--- src/design/msc_pkg.sv ---
// Package for the MIPS32 core: state machine states, opcodes, function codes, constants.
// Used by all modules of the design; depends on nothing.
package msc_pkg;

  localparam int DATA_INDEX_BITS = 16;
  localparam logic [31:0] HALT_PC = 32'hFFFF_FFFF;
  localparam logic [31:0] SP_RESET = 32'h0100_0000;

  localparam logic [5:0] OP_RTYPE = 6'h00;
  localparam logic [5:0] OP_COP = 6'h10;
  localparam logic [5:0] OP_J = 6'h02;
  localparam logic [5:0] OP_JAL = 6'h03;
  localparam logic [5:0] OP_BEQ = 6'h04;
  localparam logic [5:0] OP_BNE = 6'h05;
  localparam logic [5:0] OP_ADDI = 6'h08;
  localparam logic [5:0] OP_ADDIU = 6'h09;
  localparam logic [5:0] OP_SLTI = 6'h0A;
  localparam logic [5:0] OP_SLTIU = 6'h0B;
  localparam logic [5:0] OP_ANDI = 6'h0C;
  localparam logic [5:0] OP_ORI = 6'h0D;
  localparam logic [5:0] OP_LUI = 6'h0F;
  localparam logic [5:0] OP_LW = 6'h23;
  localparam logic [5:0] OP_SW = 6'h2B;

  localparam logic [5:0] FN_SLL = 6'h00;
  localparam logic [5:0] FN_SRL = 6'h02;
  localparam logic [5:0] FN_JR = 6'h08;
  localparam logic [5:0] FN_MULT = 6'h18;
  localparam logic [5:0] FN_MULTU = 6'h19;
  localparam logic [5:0] FN_DIV = 6'h1A;
  localparam logic [5:0] FN_DIVU = 6'h1B;
  localparam logic [5:0] FN_ADD = 6'h20;
  localparam logic [5:0] FN_ADDU = 6'h21;
  localparam logic [5:0] FN_SUB = 6'h22;
  localparam logic [5:0] FN_SUBU = 6'h23;
  localparam logic [5:0] FN_AND = 6'h24;
  localparam logic [5:0] FN_OR = 6'h25;
  localparam logic [5:0] FN_NOR = 6'h27;
  localparam logic [5:0] FN_SLT = 6'h2A;
  localparam logic [5:0] FN_SLTU = 6'h2B;

  typedef enum logic [2:0] {
    ST_IDLE,
    ST_READ,
    ST_EXEC,
    ST_DIV,
    ST_MEM,
    ST_WB,
    ST_OUT
  } state_t;

  typedef struct packed {
    logic load_instr;
    logic start_div;
    logic mem_access;
    logic write_back;
    logic load_out;
  } cmd_t;

  typedef struct packed {
    logic div_busy;
    logic is_div;
    logic halted_now;
  } status_t;

endpackage

--- src/design/msc_controller.sv ---
// Controller state machine of the MIPS32 core: sequences read, execute, divide, memory, writeback, output.
// Depends on msc_pkg; drives msc_datapath through cmd_t and reads status_t.
module msc_controller
  import msc_pkg::*;
(
  input  logic    clk,
  input  logic    rst,
  input  logic    in_valid,
  output logic    in_stall,
  output logic    out_valid,
  input  logic    out_stall,
  input  status_t status,
  output cmd_t    cmd
);

  state_t state, state_next;

  always_ff @(posedge clk) begin
    if (rst) begin
      state <= ST_IDLE;
    end else begin
      state <= state_next;
    end
  end

  always_comb begin
    state_next = state;
    cmd = '0;
    in_stall = 1'b1;
    out_valid = 1'b0;
    case (state)
      ST_IDLE: begin
        in_stall = 1'b0;
        if (in_valid) begin
          cmd.load_instr = 1'b1;
          state_next = status.halted_now ? ST_WB : ST_READ;
        end
      end
      ST_READ: state_next = ST_EXEC;
      ST_EXEC: begin
        if (status.is_div) begin
          cmd.start_div = 1'b1;
          state_next = ST_DIV;
        end else begin
          cmd.mem_access = 1'b1;
          state_next = ST_MEM;
        end
      end
      ST_DIV: if (!status.div_busy) state_next = ST_MEM;
      ST_MEM: begin
        cmd.write_back = 1'b1;
        state_next = ST_OUT;
      end
      ST_WB: begin
        cmd.load_out = 1'b1;
        state_next = ST_OUT;
      end
      ST_OUT: begin
        out_valid = 1'b1;
        if (!out_stall) state_next = ST_IDLE;
      end
      default: state_next = ST_IDLE;
    endcase
  end

endmodule

--- config.mk ---
export PLATFORM = sky130hd
export DESIGN_NAME = msc_controller
export DESIGN_NICKNAME = d
export VERILOG_FILES = /design/src/design/msc_pkg.sv /design/src/design/msc_controller.sv
export SDC_FILE = /design/constraint.sdc
export NUM_CORES = 1
export LEC_CHECK = 0
export ABC_CLOCK_PERIOD_IN_PS = 2700
export BUFFER_PORTS_ARGS = -buffer_cell sky130_fd_sc_hd__buf_2
export CAP_MARGIN = 0
export CORE_AREA = 8 8 45 47
export DETAILED_ROUTE_END_ITERATION = 6
export DIE_AREA = 0 0 53 55
export PLACE_DENSITY_LB_ADDON = 0.12
export SLEW_MARGIN = 20
export SYNTH_ARGS = -nofsm -noshare
export SYNTH_HDL_FRONTEND = slang
export SYNTH_SLANG_ARGS = --single-unit
--- constraint.sdc ---
create_clock -name clk -period 2.7 [get_ports clk]
set_input_delay 0.135 -clock clk [delete_from_list [all_inputs] [get_ports clk]]
set_output_delay 0.135 -clock clk [all_outputs]
set_load 0.01 [all_outputs]
Word level (Yosys, flattened, before mapping)
Index checks and enable logic that the tools add are counted.
{"block": "word_totals", "register_bits": 3, "inputBits": 7, "out_inout_bits": 7, "word_cells": 28}
{"block": "classes", "muxes": 15, "reduce_logical": 3, "eq_ne": 9}
{"operator": "$pmux 3 s6", "n": 1}
{"operator": "$mux 3", "n": 5}
{"operator": "$eq 3x3->1 const B", "n": 3}
{"operator": "$mux 1", "n": 8}
{"operator": "$eq 3x2->1 const B", "n": 2}
{"operator": "$ne 2x2->1 const B", "n": 3}
{"operator": "$eq 3x1->1 const B", "n": 1}
{"operator": "$logic_not 3->1", "n": 1}
{"operator": "$reduce_and 3->1", "n": 1}
{"operator": "$mux 2", "n": 1}
{"operator": "$reduce_or 2->1", "n": 1}

Longest topological paths before layout
Gate-level depths: netlist of run 1.
{"block": "depth", "depth_word": 3, "mapped_depth": 4, "ltp_nobuf": 3}

Worst setup path before layout of run 1
No wires, ideal clock.
{"block": "synth_path", "path_type": "reg2out", "startpoint": "register state[0]", "endpoint": "output port cmd[4] in the netlist's numbering", "required_time_ps": 2565, "path_stages_with_launch": 4, "t_arrival_ps": 1043, "setup_slack_ps": 1522, "n_path_buf": 1, "path_cell_list": "dfxtp_1 buf_2 or3_1 nor2_1"}
{"item": "from (decl)", "line": "msc_controller.sv:16", "text": "state_t state, state_next;"}
{"item": "from (signal assigned)", "line": "msc_controller.sv:22", "text": "state <= state_next;"}
{"item": "to (decl)", "line": "msc_controller.sv:13", "text": "output cmd_t cmd"}

==> impl_metrics.tcl, run 1 <==
set metrics [dict create \
    clkTransAtPathRegs_ns 0.04 \
    wire_per_inst_microns 11.8 \
    ctsLongestPathBuffers 2 \
    synth_nets 38 \
    die_h_microns 55 \
    ctsHoldBuffers 0 \
    hold_violations 0 \
    largest_reg_flops 3 \
    yosysTopAreaCellShare 0.255 \
    num_io_pins 14 \
    antenna_found_initial 0 \
    post-route-period-util 0.515 \
    place_hpwl_microns 581 \
    regArea_sq_um 60.1 \
    powerDensity_nw_per_um2 651 \
    synth_top_area_cell "dfxtp_1" \
    drv_cap 0 \
    place.gp.congestion 0.731 \
    multi_input_area_sq_um 146 \
    routed_via_density 4.51 \
    cts_tree "built" \
    io_buffer_count 13 \
    ctsResizeCount 0 \
    grt_overflow 0 \
    cts-root-buf "clkbuf_4" \
    fin_setup_tns_ns 0 \
    coreArea_sq_um 1380 \
    netlist_instances 31 \
    layout.nets 53 \
    top_register "state" \
    worstPathMaxFanout 11 \
    h-tree-depth 1 \
    numCtsBuffers 3 \
    post-route-util 0.235 \
    syn_to_final_growth_pct 38.3 \
    grtUsageTotal 0.0540 \
    avgSynthCellArea_sq_um 7.59 \
    ant_nets 0 \
    via_count 275 \
    postCtsSetupBuffers 0 \
    ys_types 20 \
    grt_pass1_vias 278 \
    die_area_sq_um 2920 \
    drive_above_1_share 0.422 \
    layout_common_cells "buf_2, nor3_1, a21oi_1, clkbuf_4, dfxtp_1" \
    p_leak_nw 0.158 \
    reg_top3 "state: 3 flops" \
    synth_top_cells_by_area "dfxtp_1, a311oi_1, a21oi_1" \
    status "complete, no violations" \
    first_pass_iters 2 \
    drc 0 \
    syn-cell-area_sq_um 235 \
    ys_ff_latch 3 \
    initial_utilization 0.170 \
    crit_type "register to output pin" \
    cp_cell_sequence "or3_1 -> nor2_1 -> buf_2" \
    final_common_cell "buf_2" \
    fmax_ghz 0.720 \
    finalCriticalPeriod_ns 1.39 \
    cp_slowest_cell "or3_1" \
    clock-skew-final_ns 0.00181 \
    end_kind "output pin" \
    wirelength_microns 717 \
    cts_sinks 3 \
    grt_pass1_wl_microns 1140 \
    instances_no_fill 61 \
    dp_cells 57 \
    drt_iter0_drc 1 \
    start_kind "register" \
    relSlewSlack 0.756 \
    rsz0062_at_grt "false" \
    die_x_microns 53 \
    cpPeakStageDelay_ns 0.42 \
    max_slew.worst_pin.slew_ns 0.365 \
    cp.arrival_ns 1.25 \
    final-setup-viol-count 0 \
    synth_seq_area_share 0.255 \
    synth_warnings 0 \
    antennaDiodeCount 0 \
    cp.required_ns 2.57 \
    clk_latency_ns 0.23 \
    peakVddDrop_mv 0.158 \
    nFillCells 161 \
    rows 14 \
    slew_violations 0 \
    hp-class "input pin to register" \
    grt_max_degree 13 \
]
## final cells by class
type / instances / area share
Multi-Input combinational cell: 23 / 0.450
Timing Repair Buffer: 13 / 0.200
Sequential cell: 3 / 0.185
Clock buffer: 4 / 0.0808
Tap cell: 16 / 0.0615
Inverter: 2 / 0.0231
## path summary, 6_finish.rpt
| path | slack (ns) | from | endpoint | depth (start not counted) |
|---|---|---|---|---|
| setup / recovery | 1.31 | state[2] | cmd[4] | 3 |
| hold / removal | 0.1 | rst | state[2] | 2 |
| setup reg to reg | 1.46 | state[1] | state[0] | 3 |
| hold reg to reg | 0.64 | state[2] | state[0] | 1 |
## stage by stage
stage               worst slack [ns]  hold WS [ns]  total power (W)  instance area, sq um
global placement                1.46         0.340         0.000136                   299
CTS                             1.30        0.0916         0.000217                   325
floorplan                       1.52         0.207         0.000116                   235
detailed placement              1.46         0.334         0.000137                   299
finish                          1.31        0.0963         0.000212                   325
global route                    1.23        0.0968         0.000231                   325
## report_power, final
part / total, W / switching, W / internal (W)
sequential: 0.0000713 / 0.0000195 / 0.0000517
clock: 0.0000771 / 0.0000218 / 0.0000553
combinational: 0.0000633 / 0.0000300 / 0.0000333
## cell usage after synthesis
| cell type | n |
|---|---|
| nor2_1 | 2 |
| nor3b_1 | 2 |
| buf_6 | 1 |
| inv_2 | 1 |
| a311oi_1 | 2 |
| nand2_1 | 2 |
| a21o_2 | 1 |
| nor4b_1 | 1 |
| nor3_1 | 3 |
| buf_2 | 2 |
| and3_1 | 1 |
| a211o_1 | 1 |
| nor2b_1 | 1 |
| mux2_2 | 1 |
| nand3b_1 | 1 |
| nand3_1 | 1 |
| a21oi_1 | 3 |
| inv_1 | 1 |
| dfxtp_1 | 3 |
| or3_1 | 1 |
## metal layers
metal / track usage / vias to the layer above / routed length [microns]
li1: - / 141 / -
met1: 0.0439 / 128 / 296
met2: 0.0977 / 6 / 390
met3: 0.0214 / 0 / 31
met4: 0.0517 / 0 / 0
met5: 0 / - / 0
## cells by family after synthesis
group | after synthesis | synth area share
AOI/OAI and AO/OA | 7 | 0.213
buffers and inverters | 5 | 0.122
DFF | 3 | 0.255
muxes | 1 | 0.0479
and+or+nand+nor | 15 | 0.362
## critical path: cells and delay by family (launching register included)
| family | cells | cell delay (ns) |
|---|---|---|
| buffers and inverters | 1 | 0.13 |
| AND/OR/NAND/NOR | 2 | 0.51 |
| flip-flops | 1 | 0.39 |
Note: power is estimated with default switching activity, not from simulation.
==> inputs of run 2 (changes only) <==
--- a/config.mk
+++ b/config.mk
@@ -5,7 +5,8 @@
 export SDC_FILE = /design/constraint.sdc
 export NUM_CORES = 1
 export LEC_CHECK = 0
-export ABC_CLOCK_PERIOD_IN_PS = 2700
+export ABC_AREA = 1
+export ABC_CLOCK_PERIOD_IN_PS = 1250
 export BUFFER_PORTS_ARGS = -buffer_cell sky130_fd_sc_hd__buf_2
 export CAP_MARGIN = 0
 export CORE_AREA = 8 8 45 47
==> constraint.sdc (replaced) <==
create_clock -name clk -period 1.25 [get_ports clk]
set_input_delay 0.0625 -clock clk [delete_from_list [all_inputs] [get_ports clk]]
set_output_delay 0.0625 -clock clk [all_outputs]
set_load 0.01 [all_outputs]
==> run 2 against run 1 <==
Clock-buffer cell count did not move. Via count rose by 7.6%. Clock skew shrank 0.00054 ns. Critical endpoint is now cmd[3]. Die area unchanged. Sequential power rose to 3.1 times the previous value.
==> impl_metrics.tcl, run 2 <==
set metrics [dict create \
    top_register "state" \
    peakVddDrop_mv 0.693 \
    cts-root-buf "clkbuf_4" \
    cp_slowest_cell "dfxtp_2" \
    synth_seq_area_share 0.259 \
    num_io_pins 14 \
    ctsHoldBuffers 0 \
    reg_top3 "state: 3 flops" \
    grt_pass1_vias 288 \
    cts_tree "built" \
    worstHoldStart "rst" \
    ctsResizeCount 0 \
    fin_setup_tns_ns 0 \
    nFillCells 176 \
    grt_max_degree 7 \
    worstReg2RegEnd "state[1]" \
    max_slew.worst_pin.slew_ns 0.246 \
    die_h_microns 55 \
    holdWs_ns 0.0171 \
    fmax_ghz 0.869 \
    avgSynthCellArea_sq_um 5.94 \
    final-setup-viol-count 0 \
    synth.most_common_cell "nor2_1" \
    ant_nets 0 \
    min_path_cells 2 \
    cp_cell_sequence "inv_2 -> nor2_2 -> nand2_1 -> nor2_2 -> buf_2" \
    yosysTopAreaCellShare 0.259 \
    worstPathMaxFanout 5 \
    postCtsSetupBuffers 0 \
    place.gp.congestion 0.675 \
    drc 0 \
    syn-cell-area_sq_um 231 \
    rsz0062_at_grt "false" \
    slew_violations 0 \
    coreArea_sq_um 1380 \
    netlist_instances 39 \
    cts_sinks 3 \
    antennaDiodeCount 0 \
    rows 14 \
    relSlewSlack 0.836 \
    place_hpwl_microns 590 \
    post-route-period-util 0.921 \
    cpPeakStageDelay_ns 0.37 \
    r2r_slack_ns 0.19 \
    timing.rr.start "state[0]" \
    wire_per_inst_microns 9.49 \
    syn_to_final_growth_pct 53.0 \
    numCtsBuffers 3 \
    synth_top_cells_by_area "dfxtp_1, nor2_1, nand2_1" \
    wirelength_microns 693 \
    synth_warnings 0 \
    h-tree-depth 1 \
    hold_end "state[1]" \
    finalCriticalPeriod_ns 1.15 \
    status "complete, no violations" \
    via_count 296 \
    synth_nets 46 \
    final_common_cell "buf_2" \
    async_flop_share 0 \
    p_leak_nw 0.212 \
    clk_latency_ns 0.23 \
    synth_top_area_cell "dfxtp_1" \
    powerDensity_nw_per_um2 2620 \
    drive_above_1_share 0.456 \
    first_pass_iters 4 \
    antenna_found_initial 0 \
    clkTransAtPathRegs_ns 0.03 \
    routed_via_density 4.05 \
    io_buffer_count 13 \
    hold_violations 0 \
    largest_reg_flops 3 \
    instances_no_fill 73 \
    die_area_sq_um 2920 \
    die_x_microns 53 \
    drt_iter0_drc 5 \
    ys_types 14 \
    start_kind "register" \
    ys.flop_type "dfxtp_1" \
    total_power_w 0.000927 \
    clock-skew-final_ns 0.00127 \
    initial_utilization 0.167 \
    grt_pass1_wl_microns 1080 \
    synth_edf_count 0 \
    ctsLongestPathBuffers 2 \
    cp.required_ns 1.19 \
    hp-class "input pin to register" \
    grtUsageTotal 0.0524 \
    drv_cap 0 \
    cp.arrival_ns 1.09 \
    layout_common_cells "buf_2, nor2_1, nand2_1, inv_1" \
    dp_cells 69 \
    synth_common_cells "nor2_1, nand2_1, inv_1, dfxtp_1, nand3_1" \
    ys_ff_latch 3 \
    layout.nets 65 \
    crit_type "register to output pin" \
    end_kind "output pin" \
    r2r_cells 5 \
    grt_overflow 0 \
    cp_common_cell "nor2_2" \
]
## run 2: kinds of logic after synthesis
logic type,count (synthesis),synth area share
buf+inv,7,0.114
simple gates,25,0.530
flops,3,0.259
compound gates,4,0.0973
## run 2: cell type report
| class | instances | area (sq um) | share of cell area |
|---|---|---|---|
| Sequential cell | 3 | 61.3 | 0.173 |
| Clock buffer | 4 | 26.3 | 0.0742 |
| Multi-Input combinational cell | 29 | 148 | 0.417 |
| Timing Repair Buffer | 14 | 72.6 | 0.205 |
| Tap cell | 16 | 20.0 | 0.0565 |
| Inverter | 7 | 26.3 | 0.0742 |
## run 2: where the power goes
part / switching, W / total, W / internal, W
sequential: 0.0000763 / 0.000224 / 0.000148
clock: 0.0000479 / 0.000167 / 0.000119
combinational: 0.000317 / 0.000536 / 0.000218
total: 0.000442 / 0.000927 / 0.000486
## run 2: metal layers
metal	share of wire	wire length [microns]	track usage	vias to the layer above
li1	-	-	-	165
met1	0.42	292	0.0484	123
met2	0.48	331	0.0801	8
met3	0.10	69	0.0294	0
met4	0	0	0.0517	0
met5	0	0	0	-
## run 2: worst max-delay path: cells and delay by family, from the launching register on
family	cells	cell delay, ns
buffers and inverters	2	0.21
DFF	1	0.37
and+or+nand+nor	3	0.28
## run 2: how the worst max path moves through the flow
| stage | depth (start not counted) | end | slack (ns) | startpoint |
|---|---|---|---|---|
| detailed placement | 6 | state[0] | 0.20 | state[0] |
| CTS | 5 | cmd[3] | 0.03 | state[1] |
| finish | 5 | cmd[3] | 0.1 | state[1] |
| floorplan | 5 | state[1] | 0.29 | state[1] |
| global placement | 5 | state[1] | 0.14 | state[0] |
| global route | 4 | cmd[0] | 0.01 | state[2] |
## run 2: stage by stage
step                worst slack [ns]  utilization  instance area, sq um
floorplan                      0.292            -                   231
global placement               0.144        0.234                   324
detailed placement             0.201        0.234                   324
CTS                           0.0278        0.253                   350
global route                  0.0144        0.256                   354
finish                        0.0992        0.256                   354
